==> src/script_source_lexer_assert.svh <==
// Assertion macros used by the lexer back end
`ifndef SCRIPT_SOURCE_LEXER_ASSERT_SVH
`define SCRIPT_SOURCE_LEXER_ASSERT_SVH
// implication checked on every clock edge outside reset
`define SSL_ASSERT_IMP(label, ante, cons, msg) \
  label: assert property (@(posedge clk) disable iff (!rst_n) (ante) |-> (cons)) else $error(msg);
// next-cycle implication
`define SSL_ASSERT_NXT(label, ante, cons, msg) \
  label: assert property (@(posedge clk) disable iff (!rst_n) (ante) |=> (cons)) else $error(msg);
`endif

==> src/ssl_pkg.sv <==
// Package: token kinds, operator codes, lexer modes and keyword table
`default_nettype none
package ssl_pkg;
  localparam logic [5:0] K_END = 6'd0, K_SINGLE = 6'd1, K_INC = 6'd2, K_DEC = 6'd3,
    K_ASSIGN = 6'd4, K_ARROW = 6'd5, K_MUL = 6'd6, K_OROP = 6'd7, K_ANDOP = 6'd8,
    K_BITOR = 6'd9, K_BITAND = 6'd10, K_EQ = 6'd11, K_REL = 6'd12, K_SHIFT = 6'd13,
    K_NOT = 6'd14, K_BITNOT = 6'd15, K_STRING = 6'd16, K_VAR = 6'd17, K_INT = 6'd18,
    K_BOOL = 6'd19, K_WORD = 6'd20, K_KW0 = 6'd21, K_TEXT = 6'd35, K_ERR = 6'd36;
  localparam logic [4:0] OP_NONE = 5'd0, OP_INC = 5'd1, OP_DEC = 5'd2, OP_ADD = 5'd3,
    OP_SUB = 5'd4, OP_MUL = 5'd5, OP_DIV = 5'd6, OP_MOD = 5'd7, OP_XOR = 5'd8,
    OP_OR = 5'd9, OP_AND = 5'd10, OP_BOR = 5'd11, OP_BAND = 5'd12, OP_SHL = 5'd13,
    OP_SHR = 5'd14, OP_LT = 5'd15, OP_LE = 5'd16, OP_GT = 5'd17, OP_GE = 5'd18,
    OP_NOT = 5'd19, OP_BNOT = 5'd20, OP_NE = 5'd21;
  localparam logic [30:0] INT_MAX31 = 31'h7FFF_FFFF;
  localparam logic [30:0] ERR_DIGIT_ALPHA = 31'd1;
  localparam logic [30:0] ERR_OPEN_STRING = 31'd2;
  localparam int QDEPTH = 4;
  localparam int QAW = 2;

  typedef enum logic [3:0] {
    M_IDLE, M_OP1, M_OP2, M_WORD, M_VAR, M_STR, M_INT, M_COMMENT, M_DEAD
  } mode_t;

  typedef struct packed {
    logic [5:0]  kind;
    logic [4:0]  op;
    logic [30:0] value;
    logic        last;
  } token_t;

  // one queued entry: up to two tokens caused by one byte
  typedef struct packed {
    logic   two;
    token_t t0;
    token_t t1;
  } entry_t;

  // keyword lengths
  function automatic logic [3:0] kw_len(input logic [3:0] k);
    begin
      unique case (k)
        4'd0, 4'd5: kw_len = 4'd2;
        4'd1, 4'd2, 4'd3, 4'd9, 4'd12: kw_len = 4'd3;
        4'd4: kw_len = 4'd7;
        4'd6, 4'd13, 4'd15: kw_len = 4'd5;
        4'd7, 4'd10, 4'd14: kw_len = 4'd4;
        4'd8: kw_len = 4'd6;
        default: kw_len = 4'd8;
      endcase
    end
  endfunction

  // keyword table: byte at position p of keyword k
  function automatic logic [7:0] kw_char(input logic [3:0] k, input logic [3:0] p);
    logic [63:0] w;
    begin
      unique case (k)
        4'd0: w = "my";       4'd1: w = "our";      4'd2: w = "has";
        4'd3: w = "sub";      4'd4: w = "package";  4'd5: w = "if";
        4'd6: w = "elsif";    4'd7: w = "else";     4'd8: w = "return";
        4'd9: w = "for";      4'd10: w = "last";    4'd11: w = "continue";
        4'd12: w = "use";     4'd13: w = "while";   4'd14: w = "true";
        default: w = "false";
      endcase
      kw_char = (p < kw_len(k)) ? w[8*(kw_len(k)-p-1) +: 8] : 8'd0;
    end
  endfunction
endpackage
`default_nettype wire

==> src/script_source_lexer.sv <==
// Top level: byte-stream tokenizer, front lexer feeding a token queue
// A token caused by a byte is written into the token queue and offered from its head.
// Throughput: one byte per cycle while the result side keeps up; a byte giving two
//   tokens sends them on the result port one after the other, so the four-entry queue may fill.
// Reset (rst_n low, synchronous) returns the lexer to idle and empties the queue.
`default_nettype none
module script_source_lexer (
  input  wire logic        clk,
  input  wire logic        rst_n,
  input  wire logic        in_valid,
  output logic             in_stall,
  input  wire logic [7:0]  in_char_code,
  output logic             out_valid,
  input  wire logic        out_stall,
  output logic [5:0]       out_token_kind,
  output logic [4:0]       out_op_code,
  output logic [30:0]      out_value,
  output logic             out_last
);
  ssl_pkg::entry_t ent;
  ssl_pkg::token_t tok;
  logic ent_vld, full, fire;

  assign in_stall = full;
  assign fire = in_valid && !full;

  ssl_front u_front (.clk, .rst_n, .fire, .char_code(in_char_code), .ent, .ent_vld);
  ssl_back u_back (.clk, .rst_n, .push(ent_vld), .ent, .full, .out_valid, .out_stall,
                   .out_tok(tok));

  assign out_token_kind = tok.kind;
  assign out_op_code = tok.op;
  assign out_value = tok.value;
  assign out_last = tok.last;
endmodule
`default_nettype wire

==> src/ssl_front.sv <==
// Front end: per-byte lexer state machine producing at most one queue entry per byte
`default_nettype none
module ssl_front (
  input  wire logic          clk,
  input  wire logic          rst_n,
  input  wire logic          fire,
  input  wire logic [7:0]    char_code,
  output ssl_pkg::entry_t    ent,
  output logic               ent_vld
);
  ssl_pkg::mode_t mode_r, mode_nxt;
  logic [7:0]  pend_r, pend_nxt;
  logic [15:0] cand_r, cand_nxt;
  logic [3:0]  wlen_r, wlen_nxt;
  logic [30:0] acc_r, acc_nxt;

  logic [7:0] c;
  logic is_dig, is_alp, is_wch, is_blank;
  ssl_pkg::token_t tk [0:1];
  logic [1:0] n;
  // begin() result
  ssl_pkg::mode_t b_mode;
  logic b_emit, b_setpend, b_word, b_int;
  ssl_pkg::token_t b_tk;
  // resolve() result
  logic [1:0] r_code;
  ssl_pkg::token_t r_tk;
  // word feed
  logic [15:0] fed_cand, fresh_cand;
  logic [3:0]  fed_len;
  ssl_pkg::token_t wc_tk;
  logic [34:0] acc10;
  logic [3:0]  dig;

  assign c = char_code;
  assign is_dig = c >= "0" && c <= "9";
  assign is_alp = (c >= "a" && c <= "z") || (c >= "A" && c <= "Z");
  assign is_wch = is_dig || is_alp || c == "_" || c == ":";
  assign is_blank = c == 8'd32 || c == 8'd9 || c == 8'd10 || c == 8'd13 || c == 8'd255;
  assign dig = c[3:0] - 4'd0;

  function automatic ssl_pkg::token_t mk(input logic [5:0] k, input logic [4:0] o,
                                         input logic [30:0] v);
    ssl_pkg::token_t t;
    begin
      t.kind = k; t.op = o; t.value = v; t.last = 1'b0;
      mk = t;
    end
  endfunction

  // start of a new token
  always_comb begin
    b_mode = ssl_pkg::M_IDLE; b_emit = 1'b0; b_setpend = 1'b0; b_word = 1'b0;
    b_int = 1'b0;
    b_tk = mk(ssl_pkg::K_SINGLE, ssl_pkg::OP_NONE, {23'd0, c});
    if (c == 8'd0) begin
      b_emit = 1'b1; b_tk = mk(ssl_pkg::K_END, ssl_pkg::OP_NONE, '0);
    end else if (is_blank) begin
      b_emit = 1'b0;
    end else if (c == "#") begin
      b_mode = ssl_pkg::M_COMMENT;
    end else if (c == "+" || c == "-" || c == "*" || c == "/" || c == "%" || c == "^" ||
                 c == "|" || c == "&" || c == "=" || c == "<" || c == ">" || c == "!") begin
      b_mode = ssl_pkg::M_OP1; b_setpend = 1'b1;
    end else if (c == "~") begin
      b_emit = 1'b1; b_tk = mk(ssl_pkg::K_BITNOT, ssl_pkg::OP_BNOT, '0);
    end else if (c == 8'd34) begin
      b_mode = ssl_pkg::M_STR;
    end else if (c == "$") begin
      b_mode = ssl_pkg::M_VAR; b_emit = 1'b1;
      b_tk = mk(ssl_pkg::K_TEXT, ssl_pkg::OP_NONE, {23'd0, c});
    end else if (is_dig) begin
      b_mode = ssl_pkg::M_INT; b_int = 1'b1;
    end else if (is_alp || c == "_") begin
      b_mode = ssl_pkg::M_WORD; b_word = 1'b1; b_emit = 1'b1;
      b_tk = mk(ssl_pkg::K_TEXT, ssl_pkg::OP_NONE, {23'd0, c});
    end else begin
      b_emit = 1'b1;
    end
  end

  // held operator against the next byte: 0 consumed, 1 not consumed, 2 second lookahead
  always_comb begin
    r_code = 2'd1;
    r_tk = mk(ssl_pkg::K_SINGLE, ssl_pkg::OP_NONE, {23'd0, pend_r});
    case (pend_r)
      "+": if (c == "+") begin r_code = 2'd0; r_tk = mk(ssl_pkg::K_INC, ssl_pkg::OP_INC, '0); end
           else if (c == "=") begin
             r_code = 2'd0; r_tk = mk(ssl_pkg::K_ASSIGN, ssl_pkg::OP_ADD, '0);
           end
      "-": if (c == ">") begin r_code = 2'd0; r_tk = mk(ssl_pkg::K_ARROW, ssl_pkg::OP_NONE, '0); end
           else if (c == "-") begin
             r_code = 2'd0; r_tk = mk(ssl_pkg::K_DEC, ssl_pkg::OP_DEC, '0);
           end else if (c == "=") begin
             r_code = 2'd0; r_tk = mk(ssl_pkg::K_ASSIGN, ssl_pkg::OP_SUB, '0);
           end
      "*", "/", "%", "^": begin
        r_tk.value = '0;
        r_tk.op = pend_r == "*" ? ssl_pkg::OP_MUL : pend_r == "/" ? ssl_pkg::OP_DIV :
                  pend_r == "%" ? ssl_pkg::OP_MOD : ssl_pkg::OP_XOR;
        if (c == "=") begin r_code = 2'd0; r_tk.kind = ssl_pkg::K_ASSIGN; end
        else r_tk.kind = ssl_pkg::K_MUL;
      end
      "|": if (c == "|") r_code = 2'd2;
           else r_tk = mk(ssl_pkg::K_BITOR, ssl_pkg::OP_BOR, '0);
      "&": if (c == "&") r_code = 2'd2;
           else r_tk = mk(ssl_pkg::K_BITAND, ssl_pkg::OP_BAND, '0);
      "=": if (c == "=") begin r_code = 2'd0; r_tk = mk(ssl_pkg::K_EQ, ssl_pkg::OP_NONE, '0); end
           else r_tk = mk(ssl_pkg::K_ASSIGN, ssl_pkg::OP_NONE, '0);
      "<": if (c == "<") begin r_code = 2'd0; r_tk = mk(ssl_pkg::K_SHIFT, ssl_pkg::OP_SHL, '0); end
           else if (c == "=") begin
             r_code = 2'd0; r_tk = mk(ssl_pkg::K_REL, ssl_pkg::OP_LE, '0);
           end else r_tk = mk(ssl_pkg::K_REL, ssl_pkg::OP_LT, '0);
      ">": if (c == ">") begin r_code = 2'd0; r_tk = mk(ssl_pkg::K_SHIFT, ssl_pkg::OP_SHR, '0); end
           else if (c == "=") begin
             r_code = 2'd0; r_tk = mk(ssl_pkg::K_REL, ssl_pkg::OP_GE, '0);
           end else r_tk = mk(ssl_pkg::K_REL, ssl_pkg::OP_GT, '0);
      "!": if (c == "=") begin r_code = 2'd0; r_tk = mk(ssl_pkg::K_EQ, ssl_pkg::OP_NE, '0); end
           else r_tk = mk(ssl_pkg::K_NOT, ssl_pkg::OP_NOT, '0);
      default: r_code = 2'd1;
    endcase
  end

  // keyword candidate filtering, both continuing a word and starting one
  always_comb begin
    for (int k = 0; k < 16; k++) begin
      fed_cand[k] = cand_r[k] && wlen_r < ssl_pkg::kw_len(4'(k)) &&
                    ssl_pkg::kw_char(4'(k), wlen_r) == c;
      fresh_cand[k] = ssl_pkg::kw_char(4'(k), 4'd0) == c;
    end
    fed_len = (wlen_r < 4'd15) ? wlen_r + 4'd1 : wlen_r;
  end

  // word close: first exact-length candidate wins
  always_comb begin
    wc_tk = mk(ssl_pkg::K_WORD, ssl_pkg::OP_NONE, '0);
    for (int k = 15; k >= 0; k--) begin
      if (cand_r[k] && ssl_pkg::kw_len(4'(k)) == wlen_r) begin
        if (k < 14) wc_tk = mk(6'(ssl_pkg::K_KW0 + 6'(k)), ssl_pkg::OP_NONE, '0);
        else wc_tk = mk(ssl_pkg::K_BOOL, ssl_pkg::OP_NONE, {30'd0, k == 14});
      end
    end
  end

  assign acc10 = {acc_r, 3'b0} + {2'b0, acc_r, 1'b0} + {31'd0, dig};

  // main transition: a first token, then possibly begin() on the same byte
  always_comb begin
    logic do_begin;
    do_begin = 1'b0;
    mode_nxt = mode_r; pend_nxt = pend_r; cand_nxt = cand_r; wlen_nxt = wlen_r;
    acc_nxt = acc_r;
    n = 2'd0;
    tk[0] = b_tk; tk[1] = b_tk;
    unique case (mode_r)
      ssl_pkg::M_OP1: begin
        if (r_code == 2'd2) mode_nxt = ssl_pkg::M_OP2;
        else begin
          n = 2'd1; tk[0] = r_tk; mode_nxt = ssl_pkg::M_IDLE;
          do_begin = r_code == 2'd1;
        end
      end
      ssl_pkg::M_OP2: begin
        n = 2'd1; mode_nxt = ssl_pkg::M_IDLE;
        if (c == "=") tk[0] = mk(ssl_pkg::K_ASSIGN,
                                 pend_r == "|" ? ssl_pkg::OP_OR : ssl_pkg::OP_AND, '0);
        else begin
          tk[0] = pend_r == "|" ? mk(ssl_pkg::K_OROP, ssl_pkg::OP_OR, '0)
                                : mk(ssl_pkg::K_ANDOP, ssl_pkg::OP_AND, '0);
          do_begin = 1'b1;
        end
      end
      ssl_pkg::M_WORD: begin
        if (is_wch) begin
          cand_nxt = fed_cand; wlen_nxt = fed_len; n = 2'd1;
          tk[0] = mk(ssl_pkg::K_TEXT, ssl_pkg::OP_NONE, {23'd0, c});
        end else begin
          n = 2'd1; tk[0] = wc_tk; do_begin = 1'b1;
        end
      end
      ssl_pkg::M_VAR: begin
        n = 2'd1;
        if (is_wch) tk[0] = mk(ssl_pkg::K_TEXT, ssl_pkg::OP_NONE, {23'd0, c});
        else begin tk[0] = mk(ssl_pkg::K_VAR, ssl_pkg::OP_NONE, '0); do_begin = 1'b1; end
      end
      ssl_pkg::M_STR: begin
        n = 2'd1;
        if (c == 8'd34) begin
          tk[0] = mk(ssl_pkg::K_STRING, ssl_pkg::OP_NONE, '0); mode_nxt = ssl_pkg::M_IDLE;
        end else if (c == 8'd0) begin
          tk[0] = mk(ssl_pkg::K_ERR, ssl_pkg::OP_NONE, ssl_pkg::ERR_OPEN_STRING);
          do_begin = 1'b1;
        end else tk[0] = mk(ssl_pkg::K_TEXT, ssl_pkg::OP_NONE, {23'd0, c});
      end
      ssl_pkg::M_INT: begin
        if (is_dig) begin
          acc_nxt = (acc10 > {4'd0, ssl_pkg::INT_MAX31}) ? ssl_pkg::INT_MAX31 : acc10[30:0];
        end else if (is_alp) begin
          n = 2'd1; tk[0] = mk(ssl_pkg::K_ERR, ssl_pkg::OP_NONE, ssl_pkg::ERR_DIGIT_ALPHA);
          mode_nxt = ssl_pkg::M_DEAD;
        end else begin
          n = 2'd1; tk[0] = mk(ssl_pkg::K_INT, ssl_pkg::OP_NONE, acc_r); do_begin = 1'b1;
        end
      end
      ssl_pkg::M_COMMENT: begin
        if (c == 8'd0) do_begin = 1'b1;
        else if (c == 8'd13 || c == 8'd10 || c == 8'd255) mode_nxt = ssl_pkg::M_IDLE;
      end
      ssl_pkg::M_DEAD: if (c == 8'd0) do_begin = 1'b1;
      default: do_begin = 1'b1;
    endcase
    if (do_begin) begin
      mode_nxt = b_mode;
      if (b_setpend) pend_nxt = c;
      if (b_word) begin cand_nxt = fresh_cand; wlen_nxt = 4'd1; end
      if (b_int) acc_nxt = {27'd0, dig};
      if (b_emit) begin
        if (n == 2'd0) tk[0] = b_tk; else tk[1] = b_tk;
        n = n + 2'd1;
      end
    end
  end

  // queue entry with the last flag on the final token
  always_comb begin
    ent.two = n == 2'd2;
    ent.t0 = tk[0]; ent.t0.last = n == 2'd1;
    ent.t1 = tk[1]; ent.t1.last = 1'b1;
    ent_vld = fire && n != 2'd0;
  end

  always_ff @(posedge clk) begin
    if (!rst_n) begin
      mode_r <= ssl_pkg::M_IDLE; pend_r <= '0; cand_r <= '1; wlen_r <= '0; acc_r <= '0;
    end else if (fire) begin
      mode_r <= mode_nxt; pend_r <= pend_nxt; cand_r <= cand_nxt; wlen_r <= wlen_nxt;
      acc_r <= acc_nxt;
    end
  end
endmodule
`default_nettype wire

==> src/ssl_back.sv <==
// Back end: entry queue and token serialiser onto the result channel
`default_nettype none
`include "script_source_lexer_assert.svh"
module ssl_back (
  input  wire logic        clk,
  input  wire logic        rst_n,
  input  wire logic        push,
  input  ssl_pkg::entry_t  ent,
  output logic             full,
  output logic             out_valid,
  input  wire logic        out_stall,
  output ssl_pkg::token_t  out_tok
);
  ssl_pkg::entry_t q_r [0:ssl_pkg::QDEPTH-1];
  logic [ssl_pkg::QAW-1:0] wp_r, rp_r;
  logic [ssl_pkg::QAW:0]   cnt_r, cnt_nxt;
  logic half_r;
  logic pop_tok, pop_ent;
  ssl_pkg::entry_t head;

  assign head = q_r[rp_r];
  assign full = cnt_r == (ssl_pkg::QAW+1)'(ssl_pkg::QDEPTH);
  assign out_valid = cnt_r != '0;
  assign out_tok = half_r ? head.t1 : head.t0;
  assign pop_tok = out_valid && !out_stall;
  assign pop_ent = pop_tok && (half_r || !head.two);
  assign cnt_nxt = cnt_r + (ssl_pkg::QAW+1)'(push) - (ssl_pkg::QAW+1)'(pop_ent);

  // queue storage
  always_ff @(posedge clk) begin
    if (push) q_r[wp_r] <= ent;
  end

  // pointers and second-token flag
  always_ff @(posedge clk) begin
    if (!rst_n) begin
      wp_r <= '0; rp_r <= '0; cnt_r <= '0; half_r <= 1'b0;
    end else begin
      if (push) wp_r <= wp_r + 1'b1;
      if (pop_ent) rp_r <= rp_r + 1'b1;
      cnt_r <= cnt_nxt;
      if (pop_tok) half_r <= !pop_ent;
    end
  end

  `SSL_ASSERT_IMP(a_no_overflow, push, !full || pop_ent, "push into full queue")
  `SSL_ASSERT_IMP(a_half_two, half_r, head.two && out_valid, "second half without pair")
  `SSL_ASSERT_NXT(a_cnt_bound, 1'b1, cnt_r <= (ssl_pkg::QAW+1)'(ssl_pkg::QDEPTH),
                  "queue count out of range")
endmodule
`default_nettype wire

==> config.mk <==
export PLATFORM = sky130hd
export DESIGN_NAME = script_source_lexer
export DESIGN_NICKNAME = d
export VERILOG_FILES = /design/src/ssl_pkg.sv /design/src/script_source_lexer.sv /design/src/ssl_front.sv /design/src/ssl_back.sv
export VERILOG_INCLUDE_DIRS = /design/src /design/src/src
export SDC_FILE = /design/constraint.sdc
export NUM_CORES = 1
export LEC_CHECK = 0
export BUFFER_PORTS_ARGS = -buffer_cell sky130_fd_sc_hd__buf_2
export CAP_MARGIN = 20
export CELL_PAD_IN_SITES_DETAIL_PLACEMENT = 0
export CELL_PAD_IN_SITES_GLOBAL_PLACEMENT = 1
export CORE_ASPECT_RATIO = 0.7
export CORE_MARGIN = 3
export CORE_UTILIZATION = 57
export DETAILED_ROUTE_END_ITERATION = 6
export GPL_TIMING_DRIVEN = 0
export PLACE_DENSITY = 0.94
export SLEW_MARGIN = 25
export SYNTH_ARGS = -nofsm -noshare
export SYNTH_HDL_FRONTEND = slang
export SYNTH_HIERARCHICAL = 1
export SYNTH_SLANG_ARGS = --single-unit
==> constraint.sdc <==
create_clock -name clk -period 13 [get_ports clk]
set_clock_uncertainty 0.2 [all_clocks]
set_input_delay 1.3 -clock clk [delete_from_list [all_inputs] [get_ports clk]]
set_output_delay 1.3 -clock clk [all_outputs]
set_load 0.02 [all_outputs]
==> impl_metrics.env <==
export IMPL_root_buffer="clkbuf_16"
export IMPL_overflow=0
export IMPL_insertion_delay_ns=0.55
export IMPL_ys_types=117
export IMPL_min_path_type="register to register"
export IMPL_drive_gt1_frac=0.1542
export IMPL_clk_pin_slew_ns=0.06
export IMPL_rsz0062_at_grt="false"
export IMPL_tightest_slew_ns=1.131
export IMPL_setup_viol=0
export IMPL_max_freq_ghz=0.1638
export IMPL_hpwlAfterDp_mm=52.00
export IMPL_slew_headroom=0.2391
export IMPL_fp_dieH_um=176.8
export IMPL_first_pass_iters=6
export IMPL_vias=18740
export IMPL_slew_viol_final=0
export IMPL_seq_area_frac_synth=0.5012
export IMPL_fin_crit_sh=0.4696
export IMPL_cts_resized=0
export IMPL_grt_pass1_vias=17520
export IMPL_drt_initial_drc_count=2702
export IMPL_yosysWarnings=6
export IMPL_gp_congestion=1.089
export IMPL_cts_tree="yes"
export IMPL_outcome="finished, final reports clean"
export IMPL_p_leak_nw=9.692
export IMPL_core_rowCount=61
export IMPL_start_util=0.5875
export IMPL_antenna_found_initial=0
export IMPL_critPathMaxFanout=46
export IMPL_syn_area_um2=23770
export IMPL_drt_total_wl_mm=73.05
export IMPL_drc=0
export IMPL_layout_min_cycle_time_ns=6.105
export IMPL_finalPower_mw=3.895
export IMPL_grt_usage=0.3272
export IMPL_startpoint_type="input pin"
export IMPL_grt_pass1_wl_mm=109.6
export IMPL_ir_worst_vdd_v=0.0001264
export IMPL_core_area_um2=40450
export IMPL_dieArea_um2=44220
export IMPL_hold_buffers=0
export IMPL_cts_buffers=40
export IMPL_io_pins=57
export IMPL_async_flop_share=0
export IMPL_synth_cells=2055
export IMPL_grt_max_degree=47
export IMPL_preCtsSetupSlack_ns=6.649
export IMPL_area_delta_synth_final_pct=10.48
export IMPL_worst_slack_ns=6.895
export IMPL_finalSetupTns_ns=0
export IMPL_cts_num_sinks=421
export IMPL_synth_edf_count=348
export IMPL_finalHoldViolations=0
export IMPL_final_core_util=0.6491
export IMPL_postSynthAreaPerCell_um2=11.57
export IMPL_h_tree_depth=2
export IMPL_wl_per_cell_um=26.53
export IMPL_vias_per_cell=6.809
export IMPL_endpoint_kind="register"
export IMPL_nNetsFinal=2288
export IMPL_fp_dieW_um=250.1
export IMPL_n_antenna_cell=0
export IMPL_p_per_area_nw_per_um2=148.4
export IMPL_cap_violations=0
export IMPL_cp_required_ns=13.01
export IMPL_hold_slack_ns=0.3131
export IMPL_max_clock_path_buffers=3
export IMPL_crit_arrival_ns=6.11
export IMPL_synth_seq_cells=421
export IMPL_synthFlopType="edfxtp_1"
export IMPL_postCtsSetupBuffers=0
export IMPL_io_buffers=56
export IMPL_criticalPathCategory="input pin to register"
export IMPL_antenna_left=0
==> synthesized netlist by cell type, drive strengths merged, types with 9 or more instances <==
cell type,number,area share
nand3,46,0.010
and2,45,0.012
nor2b,26,0.0075
nor4b,9,0.0039
o211ai,20,0.0065
edfxtp,348,0.44
nor3,45,0.010
or3,17,0.0047
o21ai,85,0.018
inv,36,0.0057
o31ai,16,0.0053
a21oi,85,0.018
nand2,275,0.044
mux2i,26,0.011
o21a,12,0.0038
ha,87,0.046
nand2b,32,0.0087
a211oi,13,0.0041
nor4,19,0.0064
buf,91,0.025
o22ai,11,0.0029
a21o,9,0.0028
dfxtp,73,0.061
xnor2,51,0.019
nor2,121,0.020
and3,16,0.0042
o221a,28,0.013
clkbuf,75,0.012
a22oi,11,0.0035
mux4,86,0.081
xor2,19,0.0070
nand4,20,0.0053
a31oi,22,0.0067
==> metal layers <==
metal | GRT usage | routed length, um | part of all wire | vias up
met5 | 0 | 0 | 0 | -
met4 | 0.07373 | 1594 | 0.022 | 0
met3 | 0.1056 | 11390 | 0.16 | 133
met2 | 0.4460 | 29510 | 0.40 | 1411
met1 | 0.5076 | 30560 | 0.42 | 9152
li1 | - | - | - | 8048
==> area by class of cell <==
type,instances,area [um2]
buffer,166,874.6
sequential,421,11910
timing repair buffer,63,457.9
inverter,39,146.4
clock inverter,22,176.4
tap,535,669.4
clock buffer,52,1067
fill,3057,14190
multi-input combinational,1455,10950
==> worst paths after layout <==
check                          start                 end  slack (ns)  cells past startpoint
hold reg to reg   u_front/cand_r[15]  u_front/cand_r[15]        0.31                      1
hold / removal    u_front/cand_r[15]  u_front/cand_r[15]        0.31                      1
setup reg to reg   u_front/wlen_r[0]  u_front/cand_r[11]        7.75                     14
setup / recovery     in_char_code[0]   u_back/q_r[3][16]        6.90                     15
==> cell families (layout without fill, tap and decap cells) <==
logic type | Yosys count | in the layout | synth area share
simple gates | 725 | 725 | 0.1551
compound gates | 425 | 425 | 0.1300
flops | 421 | 421 | 0.5012
buf+inv | 205 | 342 | 0.04296
mux | 115 | 115 | 0.09402
fa+ha+maj | 90 | 90 | 0.04833
xor+xnor | 72 | 72 | 0.02801
other cells | 2 | 28 | 0.0003160
==> report_power, final <==
group / leakage (nW) / internal (mW) / switching [mW]
combinational: 5.39 / 0.403 / 0.683
clock: 0.604 / 0.611 / 0.508
sequential: 3.70 / 1.64 / 0.0533
==> flip-flops by register name, summed over array words and instances (netlist names), named ones only <==
signal          count
u_front/acc_r      31
u_back/wp_r         2
u_front/cand_r     16
u_back/q_r        348
u_back/rp_r         2
u_front/pend_r      8
u_back/cnt_r        3
u_front/wlen_r      4
u_back/half_r       1
u_front/mode_r      4
==> placed cells by master (no fill, tap or decap), drive strengths merged, types with 26 or more instances in the layout <==
master,n
a21oi,85
nor2b,26
conb,28
nor2,121
nand2b,32
clkbuf,127
edfxtp,348
and2,45
xnor2,51
nand2,275
mux2i,26
o21ai,85
mux4,86
buf,154
dfxtp,73
nand3,46
inv,40
o221a,28
ha,87
nor3,45
==> per-stage QoR <==
step / instance area [um2] / std cells
after floorplan: 23860 / 2081
after global routing: 26260 / 2753
after CTS: 26250 / 2753
after global placement: 24810 / 2672
after detailed placement: 25010 / 2679
final: 26260 / 2753
==> worst max-delay path, cell delays in order <==
cell and delay [ns]:
buf_2 0.10, clkbuf_1 0.34, clkbuf_1 0.47, inv_1 0.35
a21oi_1 0.23, o32ai_1 0.10, a22oi_1 0.37, nand2_1 0.18
a211oi_1 0.74, ha_1 0.32, nor2_1 0.05, nand2_1 0.07
o211a_1 0.40, and2_4 0.68, buf_16 0.33
(Power assumes the default switching activity.)
